$ cat config.mk
export PLATFORM = sky130hd
export DESIGN_NAME = bitmap_gutter_snap_top_flat
export DESIGN_NICKNAME = d
export VERILOG_FILES = /design/src/hdl/bgs_pkg.sv /design/src/hdl/bgs_pix_if.sv /design/src/hdl/bgs_row_if.sv /design/src/hdl/bitmap_gutter_snap_top.sv /design/src/flat_wrapper.sv
export SDC_FILE = /design/constraint.sdc
export NUM_CORES = 1
export LEC_CHECK = 0
export BUFFER_PORTS_ARGS = -buffer_cell sky130_fd_sc_hd__buf_4
export CAP_MARGIN = 5
export CORE_MARGIN = 2
export CORE_UTILIZATION = 60
export CTS_CLUSTER_SIZE = 20
export DETAILED_ROUTE_END_ITERATION = 8
export GPL_TIMING_DRIVEN = 0
export MAX_ROUTING_LAYER = met4
export PLACE_DENSITY = 0.86
export SYNTH_ARGS = -nofsm -noshare
export SYNTH_HDL_FRONTEND = slang
export SYNTH_SLANG_ARGS = --single-unit
$ cat constraint.sdc
create_clock -name clk -period 12.15 [get_ports clk]
set_input_delay 2.43 -clock clk [delete_from_list [all_inputs] [get_ports clk]]
set_output_delay 2.43 -clock clk [all_outputs]
set_load 0.02 [all_outputs]
$ cat src/hdl/bgs_pkg.sv
// Shared widths, register codes and pixel count helper for the gutter snap block.
`default_nettype none

package bgs_pkg;

	// Field widths fixed by the register map and the stream payloads
	localparam int unsigned ROW_WIDTH_W = 13;
	localparam int unsigned PERCENT_W   = 7;
	localparam int unsigned FLOOR_W     = 13;
	localparam int unsigned ROWNUM_W    = 16;
	localparam int unsigned MIN_RUN_W   = 8;
	localparam int unsigned PAD_W       = 8;
	localparam int unsigned CFG_DATA_W  = 16;
	localparam int unsigned CFG_INDEX_W = 3;
	localparam int unsigned PIXEL_W     = 8;
	localparam int unsigned INK_OUT_W   = 13;
	localparam int unsigned LANDING_W   = 16;
	// bytes per row, up to ceil(8191 / 8)
	localparam int unsigned BYTES_W     = ROW_WIDTH_W - 2;

	// Configuration register indexes
	typedef enum logic [CFG_INDEX_W-1:0] {
		REG_ROW_WIDTH       = 3'd0,
		REG_GAP_INK_PERCENT = 3'd1,
		REG_GAP_INK_FLOOR   = 3'd2,
		REG_TARGET_ROW      = 3'd3,
		REG_TOLERANCE       = 3'd4,
		REG_FIRST_ROW       = 3'd5,
		REG_MIN_GUTTER_ROWS = 3'd6,
		REG_GUTTER_PAD      = 3'd7
	} cfg_reg_t;

	// Set bits per nibble
	localparam logic [2:0] NIBBLE_ONES [16] = '{
		3'd0, 3'd1, 3'd1, 3'd2, 3'd1, 3'd2, 3'd2, 3'd3,
		3'd1, 3'd2, 3'd2, 3'd3, 3'd2, 3'd3, 3'd3, 3'd4
	};

	// Set bits in one pixel byte
	function automatic logic [3:0] ones8(input logic [PIXEL_W-1:0] b);
		return {1'b0, NIBBLE_ONES[b[3:0]]} + {1'b0, NIBBLE_ONES[b[7:4]]};
	endfunction

endpackage

`default_nettype wire

$ cat src/hdl/bgs_pix_if.sv
// Pixel byte stream channel: valid/ready with one packed byte and the window end flag.
`default_nettype none

interface bgs_pix_if;
	logic                         valid;
	logic                         ready;
	logic [bgs_pkg::PIXEL_W-1:0]  pixel_byte;
	logic                         window_end;

	modport source (output valid, output pixel_byte, output window_end, input ready);
	modport sink   (input valid, input pixel_byte, input window_end, output ready);
endinterface

`default_nettype wire

$ cat src/hdl/bgs_row_if.sv
// Row result channel: valid/ready with the per-row ink report and the window landing.
`default_nettype none

interface bgs_row_if;
	logic                           valid;
	logic                           ready;
	logic [bgs_pkg::INK_OUT_W-1:0]  row_ink;
	logic                           row_is_gap;
	logic                           window_done;
	logic [bgs_pkg::LANDING_W-1:0]  landing_row;
	logic                           landing_found;

	modport source (output valid, output row_ink, output row_is_gap, output window_done,
		output landing_row, output landing_found, input ready);
	modport sink   (input valid, input row_ink, input row_is_gap, input window_done,
		input landing_row, input landing_found, output ready);
endinterface

`default_nettype wire

$ cat src/hdl/bitmap_gutter_snap_top.sv
// Gutter snap top level: row ink counter, gap run tracker and landing selector.
// Pixel bytes are taken one per clock unless a stalled result sink holds them;
// no row or window boundary stalls the input. A request passes three registers:
// the input register (ink count and gap test), the row register (gap run and
// landing pick) and the result register, which holds the row's result.
// Only a row's last byte (or a byte with window_end) makes a result; other
// bytes only update the running ink sum. A stalled result sink backs up into
// the row and input registers, so up to three requests are held before ready
// drops. Configuration writes take effect on the next request and must be made
// while no result is outstanding. There is no clearing pass after reset.
`default_nettype none

module bitmap_gutter_snap_top #(
	parameter int unsigned MAX_ROW_PIXELS = 4096,
	parameter int unsigned ROW_INDEX_BITS = 16
) (
	input  logic                               clk,
	input  logic                               arst_n,
	input  logic                               cfg_wr_en,
	input  logic [bgs_pkg::CFG_INDEX_W-1:0]    cfg_index,
	input  logic [bgs_pkg::CFG_DATA_W-1:0]     cfg_wdata,
	bgs_pix_if.sink                            pixels,
	bgs_row_if.source                          rows
);

	localparam int unsigned WIDTH_LIMIT = (1 << bgs_pkg::ROW_WIDTH_W) - 1;
	localparam int unsigned WIDTH_CAP   =
		(MAX_ROW_PIXELS < WIDTH_LIMIT) ? MAX_ROW_PIXELS : WIDTH_LIMIT;
	localparam int unsigned BYTES_MAX   = (WIDTH_CAP + 7) / 8;
	localparam int unsigned BYTE_IDX_W  = (BYTES_MAX > 1) ? $clog2(BYTES_MAX) : 1;
	localparam int unsigned INK_W       = $clog2(8 * BYTES_MAX + 1);
	localparam int unsigned PROD_W      = bgs_pkg::ROW_WIDTH_W + bgs_pkg::PERCENT_W;
	localparam int unsigned INK100_W    = INK_W + 7;
	localparam int unsigned GAP_CMP_A   = (PROD_W > INK100_W) ? PROD_W : INK100_W;
	localparam int unsigned GAP_CMP_W   =
		(GAP_CMP_A > bgs_pkg::FLOOR_W) ? GAP_CMP_A : bgs_pkg::FLOOR_W;
	localparam int unsigned DIST_W      =
		(ROW_INDEX_BITS > bgs_pkg::LANDING_W) ? ROW_INDEX_BITS : bgs_pkg::LANDING_W;

	// Configuration registers
	logic [bgs_pkg::ROW_WIDTH_W-1:0] row_width_q;
	logic [bgs_pkg::PERCENT_W-1:0]   gap_percent_q;
	logic [bgs_pkg::FLOOR_W-1:0]     gap_floor_q;
	logic [bgs_pkg::LANDING_W-1:0]   target_row_q;
	logic [bgs_pkg::LANDING_W-1:0]   tolerance_q;
	logic [bgs_pkg::ROWNUM_W-1:0]    first_row_q;
	logic [bgs_pkg::MIN_RUN_W-1:0]   min_gutter_q;
	logic [bgs_pkg::PAD_W-1:0]       gutter_pad_q;

	always_ff @(posedge clk or negedge arst_n) begin
		if (!arst_n) begin
			row_width_q   <= bgs_pkg::ROW_WIDTH_W'(480);
			gap_percent_q <= bgs_pkg::PERCENT_W'(2);
			gap_floor_q   <= bgs_pkg::FLOOR_W'(2);
			target_row_q  <= '0;
			tolerance_q   <= '0;
			first_row_q   <= '0;
			min_gutter_q  <= bgs_pkg::MIN_RUN_W'(4);
			gutter_pad_q  <= bgs_pkg::PAD_W'(4);
		end else if (cfg_wr_en) begin
			case (bgs_pkg::cfg_reg_t'(cfg_index))
				bgs_pkg::REG_ROW_WIDTH:       row_width_q   <= cfg_wdata[bgs_pkg::ROW_WIDTH_W-1:0];
				bgs_pkg::REG_GAP_INK_PERCENT: gap_percent_q <= cfg_wdata[bgs_pkg::PERCENT_W-1:0];
				bgs_pkg::REG_GAP_INK_FLOOR:   gap_floor_q   <= cfg_wdata[bgs_pkg::FLOOR_W-1:0];
				bgs_pkg::REG_TARGET_ROW:      target_row_q  <= cfg_wdata;
				bgs_pkg::REG_TOLERANCE:       tolerance_q   <= cfg_wdata;
				bgs_pkg::REG_FIRST_ROW:       first_row_q   <= cfg_wdata;
				bgs_pkg::REG_MIN_GUTTER_ROWS: min_gutter_q  <= cfg_wdata[bgs_pkg::MIN_RUN_W-1:0];
				bgs_pkg::REG_GUTTER_PAD:      gutter_pad_q  <= cfg_wdata[bgs_pkg::PAD_W-1:0];
				default: ;
			endcase
		end
	end

	// Pipeline and window state
	logic                         valid_s1;
	logic [bgs_pkg::PIXEL_W-1:0]  pixel_s1;
	logic                         wend_s1;
	logic [BYTE_IDX_W-1:0]        byte_in_row_q;
	logic [INK_W-1:0]             ink_sum_q;
	logic [ROW_INDEX_BITS-1:0]    row_number_q;

	logic                         valid_s2;
	logic [INK_W-1:0]             ink_s2;
	logic                         gap_s2;
	logic                         wend_s2;
	logic [ROW_INDEX_BITS-1:0]    row_s2;
	logic [bgs_pkg::MIN_RUN_W-1:0] run_q;
	logic [bgs_pkg::LANDING_W-1:0] best_land_q;
	logic [bgs_pkg::LANDING_W-1:0] best_dist_q;
	logic                         best_valid_q;

	logic                           out_valid_q;
	logic [bgs_pkg::INK_OUT_W-1:0]  out_ink_q;
	logic                           out_gap_q;
	logic                           out_done_q;
	logic [bgs_pkg::LANDING_W-1:0]  out_land_q;
	logic                           out_found_q;

	// Stage 1: byte position, masking, ink sum and gap test
	logic [bgs_pkg::ROW_WIDTH_W-1:0] width_eff;
	logic                            width_zero;
	logic [bgs_pkg::ROW_WIDTH_W:0]   width_plus7;
	logic [bgs_pkg::BYTES_W-1:0]     bytes_per_row;
	logic                            last_byte;
	logic [2:0]                      tail_bits;
	logic [bgs_pkg::PIXEL_W-1:0]     pixel_mask;
	logic [bgs_pkg::PIXEL_W-1:0]     pixel_kept;
	logic [INK_W-1:0]                ink_new;
	logic [PROD_W-1:0]               budget_x100;
	logic [GAP_CMP_W-1:0]            ink_x100;
	logic                            gap_s1;
	logic                            row_end;

	always_comb begin
		width_eff = (row_width_q > bgs_pkg::ROW_WIDTH_W'(WIDTH_CAP))
			? bgs_pkg::ROW_WIDTH_W'(WIDTH_CAP) : row_width_q;
		width_zero    = (width_eff == '0);
		width_plus7   = {1'b0, width_eff} + (bgs_pkg::ROW_WIDTH_W + 1)'(7);
		bytes_per_row = width_zero ? bgs_pkg::BYTES_W'(1)
			: width_plus7[bgs_pkg::ROW_WIDTH_W:3];
		last_byte = ((bgs_pkg::BYTES_W + 1)'(byte_in_row_q) + (bgs_pkg::BYTES_W + 1)'(1))
			>= {1'b0, bytes_per_row};
		tail_bits  = width_eff[2:0];
		// partial last byte keeps only its leftmost pixels
		pixel_mask = (last_byte && tail_bits != 3'd0) ? ~(8'hFF >> tail_bits) : 8'hFF;
		pixel_kept = width_zero ? '0 : (pixel_s1 & pixel_mask);
		ink_new    = ink_sum_q + INK_W'(bgs_pkg::ones8(pixel_kept));
		row_end    = last_byte || wend_s1;
		// ink <= floor(width*percent/100)  <=>  100*ink <= width*percent
		budget_x100 = PROD_W'(width_eff) * PROD_W'(gap_percent_q);
		ink_x100    = GAP_CMP_W'(ink_new) * GAP_CMP_W'(100);
		gap_s1 = width_zero
			|| (GAP_CMP_W'(ink_new) <= GAP_CMP_W'(gap_floor_q))
			|| (ink_x100 <= GAP_CMP_W'(budget_x100));
	end

	// Handshake between the three registers
	logic out_load_ok;
	logic s2_free;
	logic s2_move;
	logic s1_move;

	always_comb begin
		out_load_ok  = !out_valid_q || rows.ready;
		s2_free      = !valid_s2 || out_load_ok;
		s2_move      = valid_s2 && out_load_ok;
		s1_move      = valid_s1 && (!row_end || s2_free);
		pixels.ready = !valid_s1 || s1_move;
	end

	// Input register
	always_ff @(posedge clk or negedge arst_n) begin
		if (!arst_n) begin
			valid_s1 <= 1'b0;
		end else if (pixels.ready) begin
			valid_s1 <= pixels.valid;
		end
	end

	always_ff @(posedge clk) begin
		if (pixels.ready && pixels.valid) begin
			pixel_s1 <= pixels.pixel_byte;
			wend_s1  <= pixels.window_end;
		end
	end

	// Row counters
	always_ff @(posedge clk or negedge arst_n) begin
		if (!arst_n) begin
			byte_in_row_q <= '0;
			ink_sum_q     <= '0;
			row_number_q  <= '0;
		end else if (s1_move) begin
			if (row_end) begin
				byte_in_row_q <= '0;
				ink_sum_q     <= '0;
				row_number_q  <= wend_s1 ? '0 : row_number_q + ROW_INDEX_BITS'(1);
			end else begin
				byte_in_row_q <= byte_in_row_q + BYTE_IDX_W'(1);
				ink_sum_q     <= ink_new;
			end
		end
	end

	// Row register
	always_ff @(posedge clk or negedge arst_n) begin
		if (!arst_n) begin
			valid_s2 <= 1'b0;
		end else if (s2_free) begin
			valid_s2 <= s1_move && row_end;
		end
	end

	always_ff @(posedge clk) begin
		if (s1_move && row_end) begin
			ink_s2  <= ink_new;
			gap_s2  <= gap_s1;
			wend_s2 <= wend_s1;
			row_s2  <= row_number_q;
		end
	end

	// Stage 2: landing candidate and best pick
	logic [ROW_INDEX_BITS-1:0]      image_row;
	logic [ROW_INDEX_BITS-1:0]      pad_ext;
	logic [ROW_INDEX_BITS-1:0]      land;
	logic [DIST_W-1:0]              land_w;
	logic [DIST_W-1:0]              target_w;
	logic [DIST_W-1:0]              land_dist;
	logic                           take;
	logic                           best_valid_next;
	logic [bgs_pkg::LANDING_W-1:0]  best_land_next;
	logic [bgs_pkg::LANDING_W-1:0]  best_dist_next;
	logic [bgs_pkg::MIN_RUN_W-1:0]  run_next;

	always_comb begin
		image_row = ROW_INDEX_BITS'(first_row_q) + row_s2;
		pad_ext   = ROW_INDEX_BITS'(gutter_pad_q);
		land      = (image_row >= pad_ext) ? image_row - pad_ext : '0;
		land_w    = DIST_W'(land);
		target_w  = DIST_W'(target_row_q);
		land_dist = (land_w > target_w) ? land_w - target_w : target_w - land_w;
		// earlier candidate keeps a tie
		take = !gap_s2 && (run_q >= min_gutter_q)
			&& (land_dist <= DIST_W'(tolerance_q))
			&& (!best_valid_q || land_dist < DIST_W'(best_dist_q));
		best_valid_next = best_valid_q || take;
		best_land_next  = take ? bgs_pkg::LANDING_W'(land) : best_land_q;
		best_dist_next  = take ? bgs_pkg::LANDING_W'(land_dist) : best_dist_q;
		// saturating gap run
		if (gap_s2) begin
			run_next = (run_q == '1) ? run_q : run_q + bgs_pkg::MIN_RUN_W'(1);
		end else begin
			run_next = '0;
		end
	end

	always_ff @(posedge clk or negedge arst_n) begin
		if (!arst_n) begin
			run_q        <= '0;
			best_land_q  <= '0;
			best_dist_q  <= '0;
			best_valid_q <= 1'b0;
		end else if (s2_move) begin
			if (wend_s2) begin
				run_q        <= '0;
				best_land_q  <= '0;
				best_dist_q  <= '0;
				best_valid_q <= 1'b0;
			end else begin
				run_q        <= run_next;
				best_land_q  <= best_land_next;
				best_dist_q  <= best_dist_next;
				best_valid_q <= best_valid_next;
			end
		end
	end

	// Result register
	always_ff @(posedge clk or negedge arst_n) begin
		if (!arst_n) begin
			out_valid_q <= 1'b0;
		end else if (out_load_ok) begin
			out_valid_q <= valid_s2;
		end
	end

	always_ff @(posedge clk) begin
		if (s2_move) begin
			out_ink_q   <= bgs_pkg::INK_OUT_W'(ink_s2);
			out_gap_q   <= gap_s2;
			out_done_q  <= wend_s2;
			out_land_q  <= wend_s2
				? (best_valid_next ? best_land_next : target_row_q) : '0;
			out_found_q <= wend_s2 && best_valid_next;
		end
	end

	assign rows.valid         = out_valid_q;
	assign rows.row_ink       = out_ink_q;
	assign rows.row_is_gap    = out_gap_q;
	assign rows.window_done   = out_done_q;
	assign rows.landing_row   = out_land_q;
	assign rows.landing_found = out_found_q;

	// Checks
	a_landing_only_at_close: assert property (@(posedge clk) disable iff (!arst_n)
		rows.valid && !rows.window_done |-> rows.landing_row == '0 && !rows.landing_found)
		else $error("landing shown on a row that does not close the window");

	a_fallback_is_target: assert property (@(posedge clk) disable iff (!arst_n)
		rows.valid && rows.window_done && !rows.landing_found
		|-> rows.landing_row == target_row_q)
		else $error("window closed without a landing but result is not the target");

	a_row_state_cleared: assert property (@(posedge clk) disable iff (!arst_n)
		s1_move && row_end && wend_s1
		|=> row_number_q == '0 && byte_in_row_q == '0 && ink_sum_q == '0)
		else $error("row counters not cleared after window close");

	a_pick_state_cleared: assert property (@(posedge clk) disable iff (!arst_n)
		s2_move && wend_s2 |=> !best_valid_q && run_q == '0)
		else $error("landing pick not cleared after window close");

endmodule

`default_nettype wire

$ cat src/flat_wrapper.sv
// flat-port wrapper written by rule: the top's interface ports become plain ports
module bitmap_gutter_snap_top_flat 
#(
	parameter int unsigned MAX_ROW_PIXELS = 4096,
	parameter int unsigned ROW_INDEX_BITS = 16
)
  (clk, arst_n, cfg_wr_en, cfg_index, cfg_wdata, pixels_valid, pixels_pixel_byte, pixels_window_end, pixels_ready, rows_valid, rows_row_ink, rows_row_is_gap, rows_window_done, rows_landing_row, rows_landing_found, rows_ready);
  bgs_pix_if pixels_i ();
  bgs_row_if rows_i ();
  input  logic clk;
  input  logic arst_n;
  input  logic cfg_wr_en;
  input  logic [bgs_pkg::CFG_INDEX_W-1:0] cfg_index;
  input  logic [bgs_pkg::CFG_DATA_W-1:0] cfg_wdata;
  input wire logic [$bits(pixels_i.valid)-1:0] pixels_valid;
  input wire logic [$bits(pixels_i.pixel_byte)-1:0] pixels_pixel_byte;
  input wire logic [$bits(pixels_i.window_end)-1:0] pixels_window_end;
  output wire logic [$bits(pixels_i.ready)-1:0] pixels_ready;
  output wire logic [$bits(rows_i.valid)-1:0] rows_valid;
  output wire logic [$bits(rows_i.row_ink)-1:0] rows_row_ink;
  output wire logic [$bits(rows_i.row_is_gap)-1:0] rows_row_is_gap;
  output wire logic [$bits(rows_i.window_done)-1:0] rows_window_done;
  output wire logic [$bits(rows_i.landing_row)-1:0] rows_landing_row;
  output wire logic [$bits(rows_i.landing_found)-1:0] rows_landing_found;
  input wire logic [$bits(rows_i.ready)-1:0] rows_ready;
  assign pixels_i.valid = pixels_valid;
  assign pixels_i.pixel_byte = pixels_pixel_byte;
  assign pixels_i.window_end = pixels_window_end;
  assign pixels_ready = pixels_i.ready;
  assign rows_valid = rows_i.valid;
  assign rows_row_ink = rows_i.row_ink;
  assign rows_row_is_gap = rows_i.row_is_gap;
  assign rows_window_done = rows_i.window_done;
  assign rows_landing_row = rows_i.landing_row;
  assign rows_landing_found = rows_i.landing_found;
  assign rows_i.ready = rows_ready;
  bitmap_gutter_snap_top #(.MAX_ROW_PIXELS(MAX_ROW_PIXELS), .ROW_INDEX_BITS(ROW_INDEX_BITS)) u_core (.clk(clk), .arst_n(arst_n), .cfg_wr_en(cfg_wr_en), .cfg_index(cfg_index), .cfg_wdata(cfg_wdata), .pixels(pixels_i), .rows(rows_i));
endmodule
==> summary.txt <==
Status
  – Outcome: finished, final reports clean

CTS
  – Postcts setup bufs: 0
  – PostCTS Resize Cnt: 0
  – Worst-Skew Late Latency: 550 ps
  – CTS Buf Count: 28
  – Depth of the CTS H-tree: 1
  – # clock sinks: 251
  – CTS tree: done
  – Root Driver: clkbuf_16
  – Clock slew at reported path FFs: 60 ps
  – Maximum clock insertion buffer count: 3
  – Hold buffers post-CTS: 0

Timing
  – Slew margin rel.: 14.2%
  – Setup TNS: 0 ps
  – Fin Clk Skew: 18.9 ps
  – Highest clock rate: 88.2 MHz
  – Setup violators final: 0
  – Fin. max-slew vios: 0
  – Tmin final: 11,340 ps
  – RSZ-0062 raised after global routing: no
  – Final hold violations: 0
  – Fin crit share: 93.4%
  – Worst-Margin Slew: 1280 ps

Critical path
  – CP max-delay cell: xnor2_1
  – Crit-path max cell delay: 740 ps
  – Critical Path RT: 12,540 ps
  – CP dominant cell by count: ha_1
  – Max FO, Critical Path: 9
  – Worst r2r src: u_core.row_width_q[3]
  – Crit path DAT: 11,730 ps
  – Startpoint Class: flop
  – Crit path from: u_core.row_width_q[3]
  – CP Class: reg -> reg
  – Critical Path End Type: flop

GRT
  – Largest net degree at the start of global routing: 109
  – First-pass GRT wire length: 80,200 µm
  – Grt total ovfl: 0
  – Vias in the first global route: 15,483
  – Total track usage: 31.1%
  – Initial antenna violation count: 3

Min path
  – HP Class: reg -> reg
  – Hold Crit Start: u_core.ink_s2[4]

Cells and area
  – FILL cells: 2,330
  – Most frequent cells in the layout: ha_1, inv_1, nand2_1
  – Area grow syn2layout: 10.6%
  – Layout cells sized above 1: 10.7%
  – Fin util: 67.3%
  – Commonest non-fill, non-tap cell in the layout: ha_1
  – Nets@finish: 2,383

Logic synthesis
  – Ys Warns: 0
  – #FFs+latches synth: 251
  – Async set or reset register ratio after synthesis: 71.3%
  – Post-synthesis sequential area ratio: 34.7%
  – Distinct cell type count after synthesis: 79
  – Mean Syn Cell Area: 9.77 µm²
  – EDFF count, synth: 72
  – Post-synth design cell area: 19,100 µm²
  – Mapped Nets: 2,289
  – Post-synth top flop: dfrtp_1
  – Cells after Synth: 1,960

Floorplan
  – Chip width: 183 µm
  – Total die area: 33,300 µm²
  – Rows: 65
  – Die height: 183 µm
  – I/O pin count: 67
  – Core Region: 31,500 µm²
  – Starting density of the core: 60.8%

Placed design
  – Port Buffers: 62
  – Final Wtd Congestion: 0.952
  – DP HPWL: 36,200 µm

Power
  – VDD IR-drop max: 0.000204 V
  – P_leak: 10.1 nW
  – Pwr dens: 304 nW/µm²

Routing
  – Number of DRC markers in iteration 0: 1,392
  – DRC: 0
  – Vias per cell: 6.13
  – Final wirelength: 49,000 µm
  – DRT antenna net count: 0
  – Vias: 15,196
  – DR WL/cell: 19.8 µm
  – Pre-antenna DRT Iters: 8

Flow run
  – Max-capacitance violation count: 0
## power breakdown
group          leakage [nW]  internal (mW)  switching (mW)
Clock                 0.487          0.546           0.358
Combinational          6.64           1.78            2.64
Sequential             2.97           1.02          0.0936
Total                  10.1           3.34            3.09
## cell usage after synthesis (6+ instances only)
| cell type | instances | area share (%) |
|---|---|---|
| and2_1 | 37 | 1.2 |
| a21o_1 | 40 | 1.6 |
| a21oi_1 | 76 | 2.0 |
| mux2i_1 | 12 | 0.63 |
| nor2_1 | 74 | 1.5 |
| nor2b_1 | 44 | 1.4 |
| nand2_1 | 198 | 3.9 |
| a22o_1 | 26 | 1.2 |
| o21ai_1 | 17 | 0.44 |
| xor2_1 | 46 | 2.1 |
| or3_1 | 6 | 0.20 |
| nand4_1 | 27 | 0.88 |
| nor3_1 | 22 | 0.58 |
| buf_2 | 8 | 0.21 |
| o21ai_0 | 109 | 2.8 |
| xnor2_1 | 58 | 2.7 |
| dfrtp_1 | 171 | 22 |
| o31ai_1 | 9 | 0.35 |
| dfstp_2 | 8 | 1.1 |
| a211oi_1 | 12 | 0.47 |
| a211o_1 | 7 | 0.32 |
| a221o_1 | 7 | 0.37 |
| nand3_1 | 48 | 1.3 |
| clkbuf_1 | 54 | 1.1 |
| mux2_2 | 73 | 4.3 |
| o21a_1 | 7 | 0.27 |
| a222oi_1 | 10 | 0.52 |
| nor4_1 | 6 | 0.20 |
| edfxtp_1 | 72 | 11 |
| o211ai_1 | 6 | 0.24 |
| and3_1 | 25 | 0.82 |
| o21bai_1 | 8 | 0.31 |
| nor3b_1 | 6 | 0.24 |
| inv_1 | 220 | 4.3 |
| fa_1 | 70 | 7.3 |
| nand2b_1 | 20 | 0.65 |
| a31oi_1 | 16 | 0.52 |
| ha_1 | 226 | 15 |
## area by class of cell
type                            count  area, µm²  area share [%]
Clock buffer                       39        836            3.95
Sequential cell                   251       6650            31.4
Inverter                          221        831            3.92
Tap cell                          402        503            2.38
Antenna cell                        2       5.00          0.0236
Timing Repair Buffer               64        520            2.46
Buffer                             63        250            1.18
Clock inverter                     13        156           0.739
Multi-Input combinational cell   1425      11400            53.9
## critical path, delay by kind of cell (launching register included)
family,cells,cell delay (ps)
buffers and inverters,7,750
AO/OA/AOI/OAI,12,2760
flip-flops,1,450
XOR/XNOR,3,1050
adder cells (fa/ha/maj),10,3310
AND/OR/NAND/NOR,14,2580
multiplexers,2,270
## metrics by stage
| stage | hold WS, ps | instances | setup slack, ps | total power [mW] | cell area (µm²) |
|---|---|---|---|---|---|
| final | 418 | 2480 | 808 | 6.43 | 21200 |
| after global routing | 426 | 2480 | 254 | 7.04 | 21200 |
| after CTS | 421 | 2478 | 1070 | 6.38 | 21200 |
| after detailed placement | 406 | 2426 | 1190 | 5.42 | 20200 |
| after global placement | 401 | 2424 | 1530 | 5.24 | 20100 |
| after floorplan | 400 | 1960 | 2950 | 4.31 | 19100 |
## path summary, 6_finish.rpt
kind	endpoint	slack, ps	cells after the start
max	u_core.gap_s2	810	48
min	u_core.rows.row_ink[4]	420	0
max reg2reg	u_core.gap_s2	810	48
min reg2reg	u_core.rows.row_ink[4]	420	0
max in group asynchronous	u_core.ink_sum_q[11]	9380	2
min in group asynchronous	u_core.target_row_q[9]	1810	1
## layer usage
metal / track usage [%] / up-vias / share of wire [%]
met2: 50.6 / 620 / 47
li1: - / 7038 / -
met3: 3.53 / 138 / 7.2
met4: 12.3 / 0 / 4.4
met5: - / - / 0
met1: 40.1 / 7400 / 41
## cell families after synthesis
| family | after synthesis | share of synthesized area [%] |
|---|---|---|
| and+or+nand+nor | 539 | 13.9 |
| DFF | 251 | 34.7 |
| AOI/OAI and AO/OA | 401 | 13.9 |
| adders and majority gates | 296 | 22.1 |
| xor gates and xnor gates | 104 | 4.76 |
| muxes | 85 | 4.92 |
| buffers and inverters | 284 | 5.64 |
## flip-flops by register name, summed over array words and instances, names as in the netlist, 16 cells and up
| register | count |
|---|---|
| u_core.row_s2 | 16 |
| u_core.first_row_q | 16 |
| u_core.row_number_q | 16 |
| u_core.target_row_q | 16 |
| u_core.best_dist_q | 16 |
| u_core.best_land_q | 16 |
| u_core.rows.landing_row | 16 |
| u_core.tolerance_q | 16 |
Note: power is estimated with default switching activity, not from simulation.
